<file path="config.mk">
export PLATFORM = sky130hd
export DESIGN_NAME = stop_and_wait_tx_slot_queue
export DESIGN_NICKNAME = d
export VERILOG_FILES = /design/src/rtl/tsq_pkg.sv /design/src/rtl/tsq_slot_mem.sv /design/src/rtl/tsq_first_find.sv /design/src/rtl/stop_and_wait_tx_slot_queue.sv
export SDC_FILE = /design/constraint.sdc
export NUM_CORES = 1
export LEC_CHECK = 0
export BUFFER_PORTS_ARGS = -buffer_cell sky130_fd_sc_hd__buf_2
export CORE_MARGIN = 2
export CORE_UTILIZATION = 53
export CTS_CLUSTER_DIAMETER = 100
export DETAILED_ROUTE_END_ITERATION = 8
export PLACE_DENSITY = 0.82
export SYNTH_ARGS = -nofsm -noshare
export SYNTH_HDL_FRONTEND = slang
export SYNTH_SLANG_ARGS = --single-unit
</file>
<file path="constraint.sdc">
create_clock -name clk_i -period 6.9 [get_ports clk_i]
set_clock_uncertainty 0.05 [all_clocks]
set_input_delay 1.035 -clock clk_i [delete_from_list [all_inputs] [get_ports clk_i]]
set_output_delay 1.035 -clock clk_i [all_outputs]
set_load 0.03 [all_outputs]
</file>
<file path="src/rtl/tsq_pkg.sv">
// types and constants shared by the transmit slot queue
// no dependencies
package tsq_pkg;

  localparam logic [1:0] KIND_ENQ  = 2'd0;
  localparam logic [1:0] KIND_PUMP = 2'd1;
  localparam logic [1:0] KIND_ACK  = 2'd2;
  localparam logic [1:0] KIND_TICK = 2'd3;

  localparam logic [1:0] CMD_OK    = 2'd0;
  localparam logic [1:0] CMD_FATAL = 2'd2;

  localparam logic [15:0] ACK_TIMEOUT_RST = 16'd5000;
  localparam logic [15:0] ELAPSED_MAX     = 16'hffff;

  typedef enum logic [1:0] {
    SLOT_FREE = 2'd0,
    SLOT_PEND = 2'd1,
    SLOT_WAIT = 2'd2
  } slot_state_e;

  typedef enum logic [2:0] {
    EV_ACCEPT = 3'd0,
    EV_REJECT = 3'd1,
    EV_TX     = 3'd2,
    EV_OK     = 3'd3,
    EV_FAIL   = 3'd4,
    EV_RETRY  = 3'd5,
    EV_NONE   = 3'd6
  } event_e;

  typedef enum logic [2:0] {
    ST_IDLE,
    ST_ENQ,
    ST_TICK,
    ST_ACK,
    ST_PUMP_TO,
    ST_PUMP_IS,
    ST_EMIT_B
  } state_e;

  typedef struct packed {
    logic [1:0]  kind;
    logic [2:0]  link;
    logic [11:0] length;
    logic [7:0]  retries;
    logic [1:0]  cmd_result;
    logic        write_ok;
    logic        ack_ok;
  } req_t;

  typedef struct packed {
    logic [2:0]  event_res;
    logic [2:0]  slot;
    logic [2:0]  out_link;
    logic [11:0] out_length;
    logic        busy_res;
    logic        last;
  } res_t;

  typedef struct packed {
    logic [7:0]  retries;
    logic [11:0] length;
    logic [2:0]  link;
  } slot_info_t;

endpackage

</file>
<file path="src/rtl/tsq_slot_mem.sv">
// slot info memory: one write port, one read port, registered read data
// no dependencies
module tsq_slot_mem #(
  parameter int unsigned DEPTH = 8,
  parameter int unsigned WIDTH = 23
) (
  input  logic                                   clk_i,
  input  logic                                   we_i,
  input  logic [(DEPTH > 1 ? $clog2(DEPTH) : 1)-1:0] waddr_i,
  input  logic [WIDTH-1:0]                       wdata_i,
  input  logic                                   re_i,
  input  logic [(DEPTH > 1 ? $clog2(DEPTH) : 1)-1:0] raddr_i,
  output logic [WIDTH-1:0]                       rdata_o
);

  logic [WIDTH-1:0] mem_q [DEPTH];
  logic [WIDTH-1:0] rdata_q;

  always_ff @(posedge clk_i) begin
    if (we_i) begin
      mem_q[waddr_i] <= wdata_i;
    end
  end

  always_ff @(posedge clk_i) begin
    if (re_i) begin
      rdata_q <= mem_q[raddr_i];
    end
  end

  assign rdata_o = rdata_q;

endmodule

</file>
<file path="src/rtl/tsq_first_find.sv">
// lowest set bit search over the slot flag vector
// no dependencies
module tsq_first_find #(
  parameter int unsigned N = 8
) (
  input  logic [N-1:0]                       vec_i,
  output logic [(N > 1 ? $clog2(N) : 1)-1:0] idx_o,
  output logic                               found_o
);

  localparam int unsigned IW = (N > 1) ? $clog2(N) : 1;

  always_comb begin
    idx_o   = '0;
    found_o = 1'b0;
    for (int i = N - 1; i >= 0; i--) begin
      if (vec_i[i]) begin
        idx_o   = IW'(i);
        found_o = 1'b1;
      end
    end
  end

endmodule

</file>
<file path="src/rtl/stop_and_wait_tx_slot_queue.sv">
// stop-and-wait transmit slot queue, top level
// uses tsq_pkg, tsq_slot_mem and tsq_first_find
//
// A request is taken when start is high and busy is low; each result appears on res_o for
// one cycle with res_valid_o high and cannot be held off, so the receiver must take it then.
// Enqueue, acknowledgement and tick requests give one result, formed in their own state and
// registered onto res_o, and free the block for the next request as it appears. A pump
// passes ST_PUMP_TO, ST_PUMP_IS and, when a timeout and an issue both report, ST_EMIT_B: it
// needs two dependent reads of the slot info memory (in-flight slot, then lowest pending
// slot). Slot states sit in flip-flops cleared by reset, so no clearing pass follows reset.
module stop_and_wait_tx_slot_queue #(
  parameter int unsigned SLOTS   = 8,
  parameter int unsigned MAX_LEN = 2048
) (
  input  logic          clk_i,
  input  logic          rst_ni,
  input  logic          start,
  output logic          busy,
  input  tsq_pkg::req_t req_i,
  output logic          res_valid_o,
  output tsq_pkg::res_t res_o,
  input  logic          cfg_valid_i,
  output logic          cfg_ready_o,
  input  logic [15:0]   cfg_data_i
);

  localparam int unsigned IW = (SLOTS > 1) ? $clog2(SLOTS) : 1;
  localparam int unsigned MW = $bits(tsq_pkg::slot_info_t);

  function automatic logic [2:0] slot3(logic [IW-1:0] s);
    logic [IW+2:0] e;
    e = {3'b000, s};
    return e[2:0];
  endfunction

  tsq_pkg::state_e      state_q, state_d;
  tsq_pkg::slot_state_e status_q [SLOTS];
  tsq_pkg::slot_state_e status_d [SLOTS];
  logic                 ifv_q, ifv_d;
  logic [IW-1:0]        ifs_q, ifs_d;
  logic [15:0]          elapsed_q, elapsed_d;
  logic [15:0]          timeout_q;

  tsq_pkg::req_t        req_q, req_d;
  tsq_pkg::res_t        resa_q, resa_d;
  logic                 resa_vld_q, resa_vld_d;
  tsq_pkg::res_t        resb_q, resb_d;
  logic [IW-1:0]        iss_slot_q, iss_slot_d;
  logic                 iss_vld_q, iss_vld_d;
  logic                 fwd_hit_q;
  tsq_pkg::slot_info_t  fwd_data_q;

  tsq_pkg::res_t        core;
  logic                 core_vld;
  logic                 busy_next;
  logic                 res_valid_q;
  tsq_pkg::res_t        res_q, res_d;

  logic                 we, re;
  logic [IW-1:0]        waddr, raddr;
  tsq_pkg::slot_info_t  wdata;
  logic [MW-1:0]        rdata;
  tsq_pkg::slot_info_t  rd_info;

  logic [SLOTS-1:0]     free_vec, pend_vec, wait_vec;
  logic [IW-1:0]        free_idx, pend_idx;
  logic                 free_any, pend_any;
  logic                 to_fire, to_retry, len_ok;

  assign rd_info = tsq_pkg::slot_info_t'(rdata);

  tsq_slot_mem #(
    .DEPTH(SLOTS),
    .WIDTH(MW)
  ) u_mem (
    .clk_i  (clk_i),
    .we_i   (we),
    .waddr_i(waddr),
    .wdata_i(MW'(wdata)),
    .re_i   (re),
    .raddr_i(raddr),
    .rdata_o(rdata)
  );

  // timeout check and the slot vectors seen after it
  assign to_fire  = ifv_q && (elapsed_q > timeout_q);
  assign to_retry = (rd_info.retries != 8'd0);
  assign len_ok   = (req_q.length != 12'd0) && (req_q.length <= 12'(MAX_LEN));

  always_comb begin
    for (int i = 0; i < SLOTS; i++) begin
      free_vec[i] = (status_q[i] == tsq_pkg::SLOT_FREE);
      wait_vec[i] = (status_q[i] == tsq_pkg::SLOT_WAIT);
      pend_vec[i] = (status_q[i] == tsq_pkg::SLOT_PEND) ||
                    (to_fire && to_retry && (ifs_q == IW'(i)));
    end
  end

  tsq_first_find #(.N(SLOTS)) u_free_find (
    .vec_i  (free_vec),
    .idx_o  (free_idx),
    .found_o(free_any)
  );

  tsq_first_find #(.N(SLOTS)) u_pend_find (
    .vec_i  (pend_vec),
    .idx_o  (pend_idx),
    .found_o(pend_any)
  );

  always_comb begin
    tsq_pkg::slot_info_t info;
    tsq_pkg::res_t       b;
    state_d    = state_q;
    status_d   = status_q;
    ifv_d      = ifv_q;
    ifs_d      = ifs_q;
    elapsed_d  = elapsed_q;
    req_d      = req_q;
    resa_d     = resa_q;
    resa_vld_d = resa_vld_q;
    resb_d     = resb_q;
    iss_slot_d = iss_slot_q;
    iss_vld_d  = iss_vld_q;
    core       = '0;
    core_vld   = 1'b0;
    we         = 1'b0;
    waddr      = ifs_q;
    wdata      = rd_info;
    re         = 1'b0;
    raddr      = ifs_q;
    info       = rd_info;
    b          = '0;
    case (state_q)
      tsq_pkg::ST_IDLE: begin
        if (start) begin
          req_d = req_i;
          re    = 1'b1;
          raddr = ifs_q;
          case (req_i.kind)
            tsq_pkg::KIND_ENQ:  state_d = tsq_pkg::ST_ENQ;
            tsq_pkg::KIND_PUMP: state_d = tsq_pkg::ST_PUMP_TO;
            tsq_pkg::KIND_ACK:  state_d = tsq_pkg::ST_ACK;
            default:            state_d = tsq_pkg::ST_TICK;
          endcase
        end
      end
      tsq_pkg::ST_ENQ: begin
        core.out_link = req_q.link;
        if (len_ok && free_any) begin
          we                 = 1'b1;
          waddr              = free_idx;
          wdata.retries      = req_q.retries;
          wdata.length       = req_q.length;
          wdata.link         = req_q.link;
          status_d[free_idx] = tsq_pkg::SLOT_PEND;
          core.event_res     = tsq_pkg::EV_ACCEPT;
          core.slot          = slot3(free_idx);
        end else begin
          core.event_res = tsq_pkg::EV_REJECT;
        end
        core.last = 1'b1;
        core_vld  = 1'b1;
        state_d   = tsq_pkg::ST_IDLE;
      end
      tsq_pkg::ST_TICK: begin
        if (ifv_q && (elapsed_q != tsq_pkg::ELAPSED_MAX)) begin
          elapsed_d = elapsed_q + 16'd1;
        end
        core.event_res = tsq_pkg::EV_NONE;
        core.last      = 1'b1;
        core_vld       = 1'b1;
        state_d        = tsq_pkg::ST_IDLE;
      end
      tsq_pkg::ST_ACK: begin
        if (ifv_q) begin
          core.slot     = slot3(ifs_q);
          core.out_link = info.link;
          if (req_q.ack_ok) begin
            status_d[ifs_q] = tsq_pkg::SLOT_FREE;
            core.event_res  = tsq_pkg::EV_OK;
          end else if (info.retries != 8'd0) begin
            we              = 1'b1;
            waddr           = ifs_q;
            wdata.retries   = info.retries - 8'd1;
            status_d[ifs_q] = tsq_pkg::SLOT_PEND;
            core.event_res  = tsq_pkg::EV_RETRY;
          end else begin
            status_d[ifs_q] = tsq_pkg::SLOT_FREE;
            core.event_res  = tsq_pkg::EV_FAIL;
          end
          ifv_d = 1'b0;
        end else begin
          core.event_res = tsq_pkg::EV_NONE;
        end
        core.last = 1'b1;
        core_vld  = 1'b1;
        state_d   = tsq_pkg::ST_IDLE;
      end
      tsq_pkg::ST_PUMP_TO: begin
        resa_vld_d        = to_fire;
        resa_d            = '0;
        resa_d.slot       = slot3(ifs_q);
        resa_d.out_link   = info.link;
        if (to_fire) begin
          if (to_retry) begin
            we               = 1'b1;
            waddr            = ifs_q;
            wdata.retries    = info.retries - 8'd1;
            status_d[ifs_q]  = tsq_pkg::SLOT_PEND;
            resa_d.event_res = tsq_pkg::EV_RETRY;
          end else begin
            status_d[ifs_q]  = tsq_pkg::SLOT_FREE;
            resa_d.event_res = tsq_pkg::EV_FAIL;
          end
          ifv_d = 1'b0;
        end
        iss_vld_d  = (!ifv_q || to_fire) && pend_any;
        iss_slot_d = pend_idx;
        re         = 1'b1;
        raddr      = pend_idx;
        state_d    = tsq_pkg::ST_PUMP_IS;
      end
      tsq_pkg::ST_PUMP_IS: begin
        info       = fwd_hit_q ? fwd_data_q : rd_info;
        b.slot     = slot3(iss_slot_q);
        b.out_link = info.link;
        if (iss_vld_q) begin
          if (req_q.cmd_result == tsq_pkg::CMD_OK) begin
            if (req_q.write_ok) begin
              status_d[iss_slot_q] = tsq_pkg::SLOT_WAIT;
              ifv_d                = 1'b1;
              ifs_d                = iss_slot_q;
              elapsed_d            = '0;
              b.event_res          = tsq_pkg::EV_TX;
              b.out_length         = info.length;
            end else begin
              status_d[iss_slot_q] = tsq_pkg::SLOT_FREE;
              b.event_res          = tsq_pkg::EV_FAIL;
            end
          end else if (req_q.cmd_result == tsq_pkg::CMD_FATAL ||
                       info.retries == 8'd0) begin
            status_d[iss_slot_q] = tsq_pkg::SLOT_FREE;
            b.event_res          = tsq_pkg::EV_FAIL;
          end else begin
            we            = 1'b1;
            waddr         = iss_slot_q;
            wdata         = info;
            wdata.retries = info.retries - 8'd1;
            b.event_res   = tsq_pkg::EV_RETRY;
          end
        end
        b.last   = 1'b1;
        resb_d   = b;
        core_vld = 1'b1;
        if (resa_vld_q) begin
          core      = resa_q;
          core.last = !iss_vld_q;
          state_d   = iss_vld_q ? tsq_pkg::ST_EMIT_B : tsq_pkg::ST_IDLE;
        end else if (iss_vld_q) begin
          core    = b;
          state_d = tsq_pkg::ST_IDLE;
        end else begin
          core.event_res = tsq_pkg::EV_NONE;
          core.last      = 1'b1;
          state_d        = tsq_pkg::ST_IDLE;
        end
      end
      tsq_pkg::ST_EMIT_B: begin
        core      = resb_q;
        core.last = 1'b1;
        core_vld  = 1'b1;
        state_d   = tsq_pkg::ST_IDLE;
      end
      default: begin
        state_d = tsq_pkg::ST_IDLE;
      end
    endcase
  end

  always_comb begin
    busy_next = 1'b0;
    for (int i = 0; i < SLOTS; i++) begin
      if (status_d[i] != tsq_pkg::SLOT_FREE) begin
        busy_next = 1'b1;
      end
    end
    res_d          = core;
    res_d.busy_res = busy_next;
  end

  always_ff @(posedge clk_i or negedge rst_ni) begin
    if (!rst_ni) begin
      state_q     <= tsq_pkg::ST_IDLE;
      for (int i = 0; i < SLOTS; i++) begin
        status_q[i] <= tsq_pkg::SLOT_FREE;
      end
      ifv_q       <= 1'b0;
      ifs_q       <= '0;
      elapsed_q   <= '0;
      timeout_q   <= tsq_pkg::ACK_TIMEOUT_RST;
      resa_vld_q  <= 1'b0;
      iss_vld_q   <= 1'b0;
      fwd_hit_q   <= 1'b0;
      res_valid_q <= 1'b0;
    end else begin
      state_q     <= state_d;
      status_q    <= status_d;
      ifv_q       <= ifv_d;
      ifs_q       <= ifs_d;
      elapsed_q   <= elapsed_d;
      resa_vld_q  <= resa_vld_d;
      iss_vld_q   <= iss_vld_d;
      fwd_hit_q   <= we && re && (waddr == raddr);
      res_valid_q <= core_vld;
      if (cfg_valid_i && cfg_ready_o) begin
        timeout_q <= cfg_data_i;
      end
    end
  end

  always_ff @(posedge clk_i) begin
    req_q        <= req_d;
    resa_q       <= resa_d;
    resb_q       <= resb_d;
    iss_slot_q   <= iss_slot_d;
    fwd_data_q   <= wdata;
    res_q        <= res_d;
  end

  assign busy        = (state_q != tsq_pkg::ST_IDLE);
  assign cfg_ready_o = 1'b1;
  assign res_valid_o = res_valid_q;
  assign res_o       = res_q;

  a_inflight_waits: assert property (@(posedge clk_i) disable iff (!rst_ni)
    ifv_q |-> (status_q[ifs_q] == tsq_pkg::SLOT_WAIT))
    else $error("in-flight slot not awaiting acknowledgement");

  a_one_waiting: assert property (@(posedge clk_i) disable iff (!rst_ni)
    ($countones(wait_vec) <= 1) && (($countones(wait_vec) == 1) == ifv_q))
    else $error("waiting slots disagree with in-flight state");

  a_second_follows: assert property (@(posedge clk_i) disable iff (!rst_ni)
    (res_valid_o && !res_o.last) |=> (res_valid_o && res_o.last))
    else $error("first of two results not followed by the last one");

  a_accept_busy: assert property (@(posedge clk_i) disable iff (!rst_ni)
    (start && !busy) |=> busy)
    else $error("request accepted without going busy");

endmodule

</file>
# == Word level (Yosys, flattened, before mapping) ==
# Memories as Yosys holds them, arrays and structs flattened. A register that Yosys moved wholly into a read port is not among the register bits.
# Cells that the tools add are included.
# op_classes
n_addsub,3
n_lt_le_gt_ge,8
eq_ne,32
n_mux,115
bitwise,16
n_reduce_logical,64
# op_table
operator,n
2-to-1 mux 16 bit,13
2-to-1 mux 23 bit,6
2-to-1 mux 3 bit,31
case mux 16 bit (4 select lines),1
2-to-1 mux 1 bit,36
2-to-1 mux 12 bit,3
AND 16 bit,2
2-to-1 mux 8 bit,4
NOT 16 bit,2
case mux 16 bit (2 select lines),1
case mux 8 bit (4 select lines),1
case mux 15 bit (2 select lines),1
case mux 13 bit (2 select lines),1
AND 8 bit,3
NOT 8 bit,3
bitwise OR 8 bit,3
case mux 6 bit (4 select lines),1
== test 3 bit (second input constant),7
zero test 2 bit,10
logical AND 1 bit,19
2-to-1 mux 19 bit,1
demux 2 bit (select 3 bit),3
== test 2 x 1 -> 1 bit (second input constant),9
case mux 3 bit (3 select lines),2
other kinds (34),75
# word_totals
ff_bits,165
mem_bits_rw,184
in_bits,49
out_inout_bits,26
wordCells,279
memories,1
# mem_list
memory,words,word_bits,read_ports,rd_clocked_by_memory_dff,write_ports,line_no,source
u_mem.mem_q,8,23,1,1,1,tsq_slot_mem.sv:16,logic [WIDTH-1:0] mem_q [DEPTH];

# == Logic depth before layout (Yosys ltp) ==
# depth
word_depth,20
ltp_mapped,16
ltp_nobuf,15

# == Cells and area by module ==
# From an unflattened synthesis, not the netlist that was laid out.
# hier_totals
hier_cells,1237
area_unflattened_um2,16493.3
# by_module_without_submodules
mod,n_inst,cells_per_inst,area_per_inst_um2,seq_area_each_um2
stop_and_wait_tx_slot_queue,1,910,8536.9,4175.3
tsq_slot_mem,1,301,7796.2,6216.0
tsq_first_find,2,13,80.1,0.0

# == Worst setup path after synthesis ==
# Ideal clock, no wire load.
# synth_path
kind,flip-flop to flip-flop
from,reg timeout_q[9]
to,mem u_mem.mem_q[1][0] (enable)
setup_ns,0.437
arrival_ns,4.814
required_time_ns,6.413
setup_slack_ns,1.599
stages_incl_launch_ff,13
path_buffers,0
period_less_slack_ns,5.301
cell_sequence,dfstp_2 > inv_1 > ha_1 > a21oi_1 > nor3_1 > or4_1 > nor3_2 > or2_2 > nor2_1 > o21ai_0 > o211ai_1 > or2_2 > nor3b_1
# synth_via
elab_chain_len,6
# synth_rtl
element,line_no,source
start: declaration,stop_and_wait_tx_slot_queue.sv:42,logic [15:0] timeout_q;
start signal: assignment,stop_and_wait_tx_slot_queue.sv:301,timeout_q <= tsq_pkg::ACK_TIMEOUT_RST;
start signal: assignment,stop_and_wait_tx_slot_queue.sv:317,timeout_q <= cfg_data_i;
greater-than comparator 16 bit,stop_and_wait_tx_slot_queue.sv:86,assign to_fire = ifv_q && (elapsed_q > timeout_q);
logical AND 1 bit,stop_and_wait_tx_slot_queue.sv:86,
2-to-1 mux 1 bit,stop_and_wait_tx_slot_queue.sv:205,if (to_fire) begin
case mux 1 bit (4 select lines),stop_and_wait_tx_slot_queue.sv:134,case (state_q)
2-to-1 mux 1 bit,tsq_slot_mem.sv:20,if (we_i) begin
2-to-1 mux 1 bit (implied by the code),tsq_slot_mem.sv:21,mem_q[waddr_i] <= wdata_i;
end: declaration,tsq_slot_mem.sv:16,
# Every way passes these cells.

# == Worst setup path in the final report ==
# layout_path
from,reg timeout_q[9]
to,"reg u_mem.rdata_q[20] (netlist: u_mem.rdata_o[20]) (read register of u_mem.mem_q), data pin"
# layout_via
elab_chain_len,14
word_cells_on_any_way,28
cone_classes,order compare (1); mux (9); reduce/logical (18)
# layout_rtl
element,line_no,source
greater-than comparator 16 bit *,stop_and_wait_tx_slot_queue.sv:86,
logical AND 1 bit *,stop_and_wait_tx_slot_queue.sv:86,
logical AND 1 bit *,stop_and_wait_tx_slot_queue.sv:95,(to_fire && to_retry && (ifs_q == IW'(i)));
logical AND 1 bit,stop_and_wait_tx_slot_queue.sv:95,
logical OR 1 bit,stop_and_wait_tx_slot_queue.sv:94,pend_vec[i] = (status_q[i] == tsq_pkg::SLOT_PEND) ||
2-to-1 mux 3 bit (7 in series),tsq_first_find.sv:17,if (vec_i[i]) begin
2-to-1 mux 3 bit *,tsq_first_find.sv:17,
2-to-1 mux 3 bit *,-,
end: declaration,tsq_slot_mem.sv:17,logic [WIDTH-1:0] rdata_q;
# Mark *: on every way between the ends. The rest lies on a longest branch, timed or not.
# A chain may end at the register's enable or synchronous reset.

==> impl.org <==
** Clock tree
- Number of hold-repair buffers added at the cts stage :: 0
- In this run the post-CTS setup repair buffer count came out at 0.
- TritonCTS built the clock tree.
- Clock tree synthesis selected as its root buffer the cell sky130_fd_sc_hd__clkbuf_16.
- The clock passes through at most 3 buffers.
- At the later pin of the worst-skew pair, clock insertion delay measures 0.54 ns.
- TritonCTS created 39 clock buffers.
- In this run, post-CTS repair resized a total of 0 instances.
- H-tree level count :: 2
- CTS clk-pin slew, worst paths :: 0.06 ns
- The clock drives 371 sinks.

** Cells and area
- Total number of nets in the final design :: 1526
- Of the cells placed in the final design, the portion with a size suffix greater than 1 is 13.5%.
- The area growth from synthesis to layout is 12.4%.
- Excluding fillers, the count of instances in the completed layout stands at 1885.

** Global route
- Entering global routing, the biggest net connects 60 pins.
- Vias in the first global route :: 12027
- Antenna violations before repair :: 2
- Wire length of the first global-routing pass :: 67900 um
- Remaining Overflow, GRT :: 0
- In the global route stage, overall resource usage came out at 27.8%.

** Synth
- For this run, asynchronously set or reset flops after synthesis account for 15.9%.
- Gate Count Post-Synth :: 1391
- Each instance of the synthesized netlist takes up on average 11.7 um^2.
- In this run, synthesis produced a sequential element count of 371.
- Cell taking the most area after synthesis :: sky130_fd_sc_hd__edfxtp_1
- Share of Yosys cell area claimed by the top area cell type :: 49.1%
- Yosys synthesis warning count :: 0
- Post-synthesis cell type count :: 77
- Post-synth EDFFs :: 266
- Leading post-synthesis cells by cell area :: sky130_fd_sc_hd__edfxtp_1 49%, sky130_fd_sc_hd__dfrtp_1 8.3%, sky130_fd_sc_hd__dfxtp_1 5.7%, sky130_fd_sc_hd__o21ai_0 3.6%, sky130_fd_sc_hd__nor2_1 3.2%
- Nets in the synthesized netlist :: 1460
- After synthesis, flip-flops and latches occupy 63.8% of the total area.
- Among all flip-flop cells after synthesis, the most frequent one is sky130_fd_sc_hd__edfxtp_1.
- The cell area that synthesis handed to floorplanning was 16300 um^2.

** Placement
- Buffers placed on the I/O ports in this run total 73.
- The HPWL after detailed placement is 29000 um.
- Post-Place Cells :: 1812
- Final GP Congestion :: 0.988

** Setup path
- Of all nets on the critical path, the largest fanout is 22.
- Data required time at the worst endpoint :: 7.13 ns
- In this design, the stage delay of the slowest critical-path cell is 1.16 ns.
- The signal on the critical path passes through inv_1, ha_1, a21oi_1, nor3_1, or4_1, nor3_2, o311ai_0, a21oi_1, a211oi_2, o21ai_2, nand3_1, o22ai_1, a211oi_2.
- Worst Reg2Reg Path Length in Cells :: 13
- Critical Setup Path Class :: register to register
- Buffers plus inverters on the worst setup path :: 1
- Setup crit end kind :: register
- Top delay family on crit path :: simple AND/OR/NAND/NOR gates
- STA puts the critical path data arrival time at 6.01 ns.
- Critical path depth in cells :: 13
- For this design, the slowest cell found on the critical path is sky130_fd_sc_hd__nand3_1.
- Nature of the critical path startpoint :: register

** STA
- Tightest slew margin relative to the limit :: 16.5%
- Counting I/O delays and the setup requirement, the final critical path takes 5.78 ns.
- Highest clock frequency the design can meet :: 173 MHz
- Final number of setup-violating endpoints :: 0
- Unrepaired setup endpoints after global routing :: false
- Number of pins exceeding their max-slew limit in the final report :: 0
- For the final routed database, the setup TNS stands at 0 ns.
- Of the available clock period, the critical path in the final layout requires 83.7%.
- Worst-Margin Slew :: 1.25 ns
- The final hold violation count was 0.

** Floorplanning
- From left edge to right edge, the die measures 179 um.
- The die covers 32100 um^2.
- The die is 179 um tall.
- The floorplan has 64 rows.
- 75 I/O pins were placed.
- Once the floorplan was initialized, standard cells occupied 53.5% of the core.
- After floorplanning, the core was sized to cover 30400 um^2.

** Detailed routing
- For this block, the initial DRC count from the detailed router was 1513.
- After detailed routing, the met2 layer carries 21100 um of wire.
- Routed met3 length :: 4440 um
- Total wire length :: 44400 um
- The highest metal layer carrying signal wires in the routed design is met4.
- In the routed layout, each cell is associated on average with a via count of 6.41.
- The detail route stage leaves a number of antenna-violating nets equal to 0.
- Vias after detailed routing :: 12090
- Detailed-routing wirelength on met1 :: 17300 um
- Before antenna repair, the detailed router went through 6 iterations.
- Remaining design rule violation count :: 0
- Average wire per cell in the routed design :: 23.6 um

** Min path
- Hold depth :: 2
- Class of the most critical hold timing path :: register to register

** Power
- The worst-case IR drop observed on VDD is 0.214 mV.
- Ratio of total power to cell area :: 415 nW/um^2
- For this design the static power due to leakage is 0.00655 uW.

** Job
- Across the run, the number of max-cap violations was 0.

** Run status
- The run finished with clean final reports.
==> layout make-up <==
type,count,area [um^2]
diodes,1,2.50
clock buffers,56,1060
clock inverters,16,166
fillers,2369,12100
inverters,54,203
multi-input cells,889,5410
flip-flops and latches,371,10400
well taps,396,495
repair buffers,102,583
==> logic make-up after synthesis <==
| logic type | synth area share (%) |
|---|---|
| fa+ha+maj | 1.54 |
| mux | 1.66 |
| flops | 63.8 |
| xor+xnor | 1.18 |
| compound gates | 15.4 |
| simple gates | 13.2 |
| buf+inv | 3.22 |
| other cells | 0.0230 |
==> cell usage after synthesis (12+ instances only) <==
| cell type | count |
|---|---|
| sky130_fd_sc_hd__clkbuf_1 | 56 |
| sky130_fd_sc_hd__a222oi_1 | 17 |
| sky130_fd_sc_hd__dfrtp_1 | 54 |
| sky130_fd_sc_hd__a22oi_1 | 12 |
| sky130_fd_sc_hd__edfxtp_1 | 266 |
| sky130_fd_sc_hd__nand4_1 | 12 |
| sky130_fd_sc_hd__o22ai_1 | 31 |
| sky130_fd_sc_hd__o2111a_1 | 22 |
| sky130_fd_sc_hd__mux2i_1 | 18 |
| sky130_fd_sc_hd__nand3_1 | 26 |
| sky130_fd_sc_hd__o21ai_0 | 117 |
| sky130_fd_sc_hd__nor2_1 | 140 |
| sky130_fd_sc_hd__o22a_1 | 21 |
| sky130_fd_sc_hd__nor3_1 | 64 |
| sky130_fd_sc_hd__nand2_1 | 121 |
| sky130_fd_sc_hd__inv_1 | 54 |
| sky130_fd_sc_hd__dfxtp_1 | 46 |
| sky130_fd_sc_hd__ha_1 | 20 |
| sky130_fd_sc_hd__a21oi_1 | 49 |
| sky130_fd_sc_hd__xor2_1 | 15 |
| sky130_fd_sc_hd__nand2b_1 | 20 |
==> registers in the layout (all words and copies together) (netlist names) <==
register and flops:
u_mem.mem_q 184, iss_slot_q 3, fwd_hit_q 1, resb_q 21
fwd_data_q 23, req_q 27, state_q 3, res_o 23
res_valid_o 1, u_mem.rdata_o 23, resa_vld_q 1, resa_q 8
iss_vld_q 1, timeout_q 16, status_q 16, ifs_q 3
elapsed_q 16, ifv_q 1
==> path summary, 6_finish.rpt <==
| check | slack, ns | start | endpoint |
|---|---|---|---|
| worst max register to register | 1.12 | timeout_q[9] | u_mem.rdata_o[20] |
| worst min register to register | 0.40 | resb_q[13] | res_o[13] |
| worst max-delay path | 1.12 | timeout_q[9] | u_mem.rdata_o[20] |
| worst min-delay path | 0.40 | resb_q[13] | res_o[13] |
| min in group asynchronous | 0.63 | rst_ni | status_q[5] |
| max in group asynchronous | 5.60 | rst_ni | elapsed_q[1] |
==> layout by cell type, fill, tap and decap left out, types with 7 or more instances in the layout <==
master	instances
sky130_fd_sc_hd__nand4_1	12
sky130_fd_sc_hd__nor3_1	62
sky130_fd_sc_hd__dfxtp_1	46
sky130_fd_sc_hd__a22oi_1	12
sky130_fd_sc_hd__o2111a_1	22
sky130_fd_sc_hd__nand2_1	121
sky130_fd_sc_hd__o211ai_1	7
sky130_fd_sc_hd__xnor2_1	7
sky130_fd_sc_hd__mux2_2	8
sky130_fd_sc_hd__nor2_1	139
sky130_fd_sc_hd__or4_1	7
sky130_fd_sc_hd__ha_1	20
sky130_fd_sc_hd__clkbuf_16	39
sky130_fd_sc_hd__clkbuf_1	15
sky130_fd_sc_hd__mux2i_1	18
sky130_fd_sc_hd__nand3_1	26
sky130_fd_sc_hd__a222oi_1	17
sky130_fd_sc_hd__xor2_1	15
sky130_fd_sc_hd__o22ai_1	31
sky130_fd_sc_hd__buf_4	29
sky130_fd_sc_hd__inv_1	54
sky130_fd_sc_hd__o21ai_0	117
sky130_fd_sc_hd__a221oi_1	8
sky130_fd_sc_hd__dfrtp_1	54
sky130_fd_sc_hd__o22a_1	21
sky130_fd_sc_hd__nor2b_1	9
sky130_fd_sc_hd__clkinv_2	8
sky130_fd_sc_hd__buf_2	73
sky130_fd_sc_hd__or3_1	10
sky130_fd_sc_hd__nand2b_1	20
sky130_fd_sc_hd__edfxtp_1	266
sky130_fd_sc_hd__a21oi_1	49
==> stage by stage <==
stage / hold slack [ns] / power (uW) / util, % / instance area, um^2 / setup slack, ns
after global routing: 0.427 / 7910 / 60.2 / 18300 / 0.826
after CTS: 0.404 / 7560 / 60.1 / 18300 / 1.21
after global placement: 0.383 / 5450 / 56.1 / 17100 / 1.41
after floorplan: 0.368 / 4750 / - / 16300 / 1.60
after detailed placement: 0.383 / 5540 / 56.1 / 17100 / 1.32
final: 0.403 / 7600 / 60.2 / 18300 / 1.12
==> worst register-to-register path, cell delays in order (launching register included) <==
cell and delay, ns:
sky130_fd_sc_hd__dfstp_2 0.51, sky130_fd_sc_hd__inv_1 0.04, sky130_fd_sc_hd__ha_1 0.30, sky130_fd_sc_hd__a21oi_1 0.17, sky130_fd_sc_hd__nor3_1 0.06, sky130_fd_sc_hd__or4_1 0.48
sky130_fd_sc_hd__nor3_2 0.72, sky130_fd_sc_hd__o311ai_0 0.27, sky130_fd_sc_hd__a21oi_1 0.21, sky130_fd_sc_hd__a211oi_2 0.08, sky130_fd_sc_hd__o21ai_2 0.81, sky130_fd_sc_hd__nand3_1 1.16
sky130_fd_sc_hd__o22ai_1 0.57, sky130_fd_sc_hd__a211oi_2 0.08
==> power by group <==
group / leakage (uW) / internal, uW / switching, uW / total (uW)
sequential: 0.00359 / 3120 / 299 / 3420
combinational: 0.00236 / 650 / 1510 / 2160
clock: 0.000603 / 1160 / 863 / 2020
==> routing by layer <==
layer	global-route usage, %	vias up
met3	6.02	122
met1	36.4	5863
met2	45.5	737
li1	-	5368
met4	10.6	0
met5	0	-
Power figures use the tool's default switching activity.
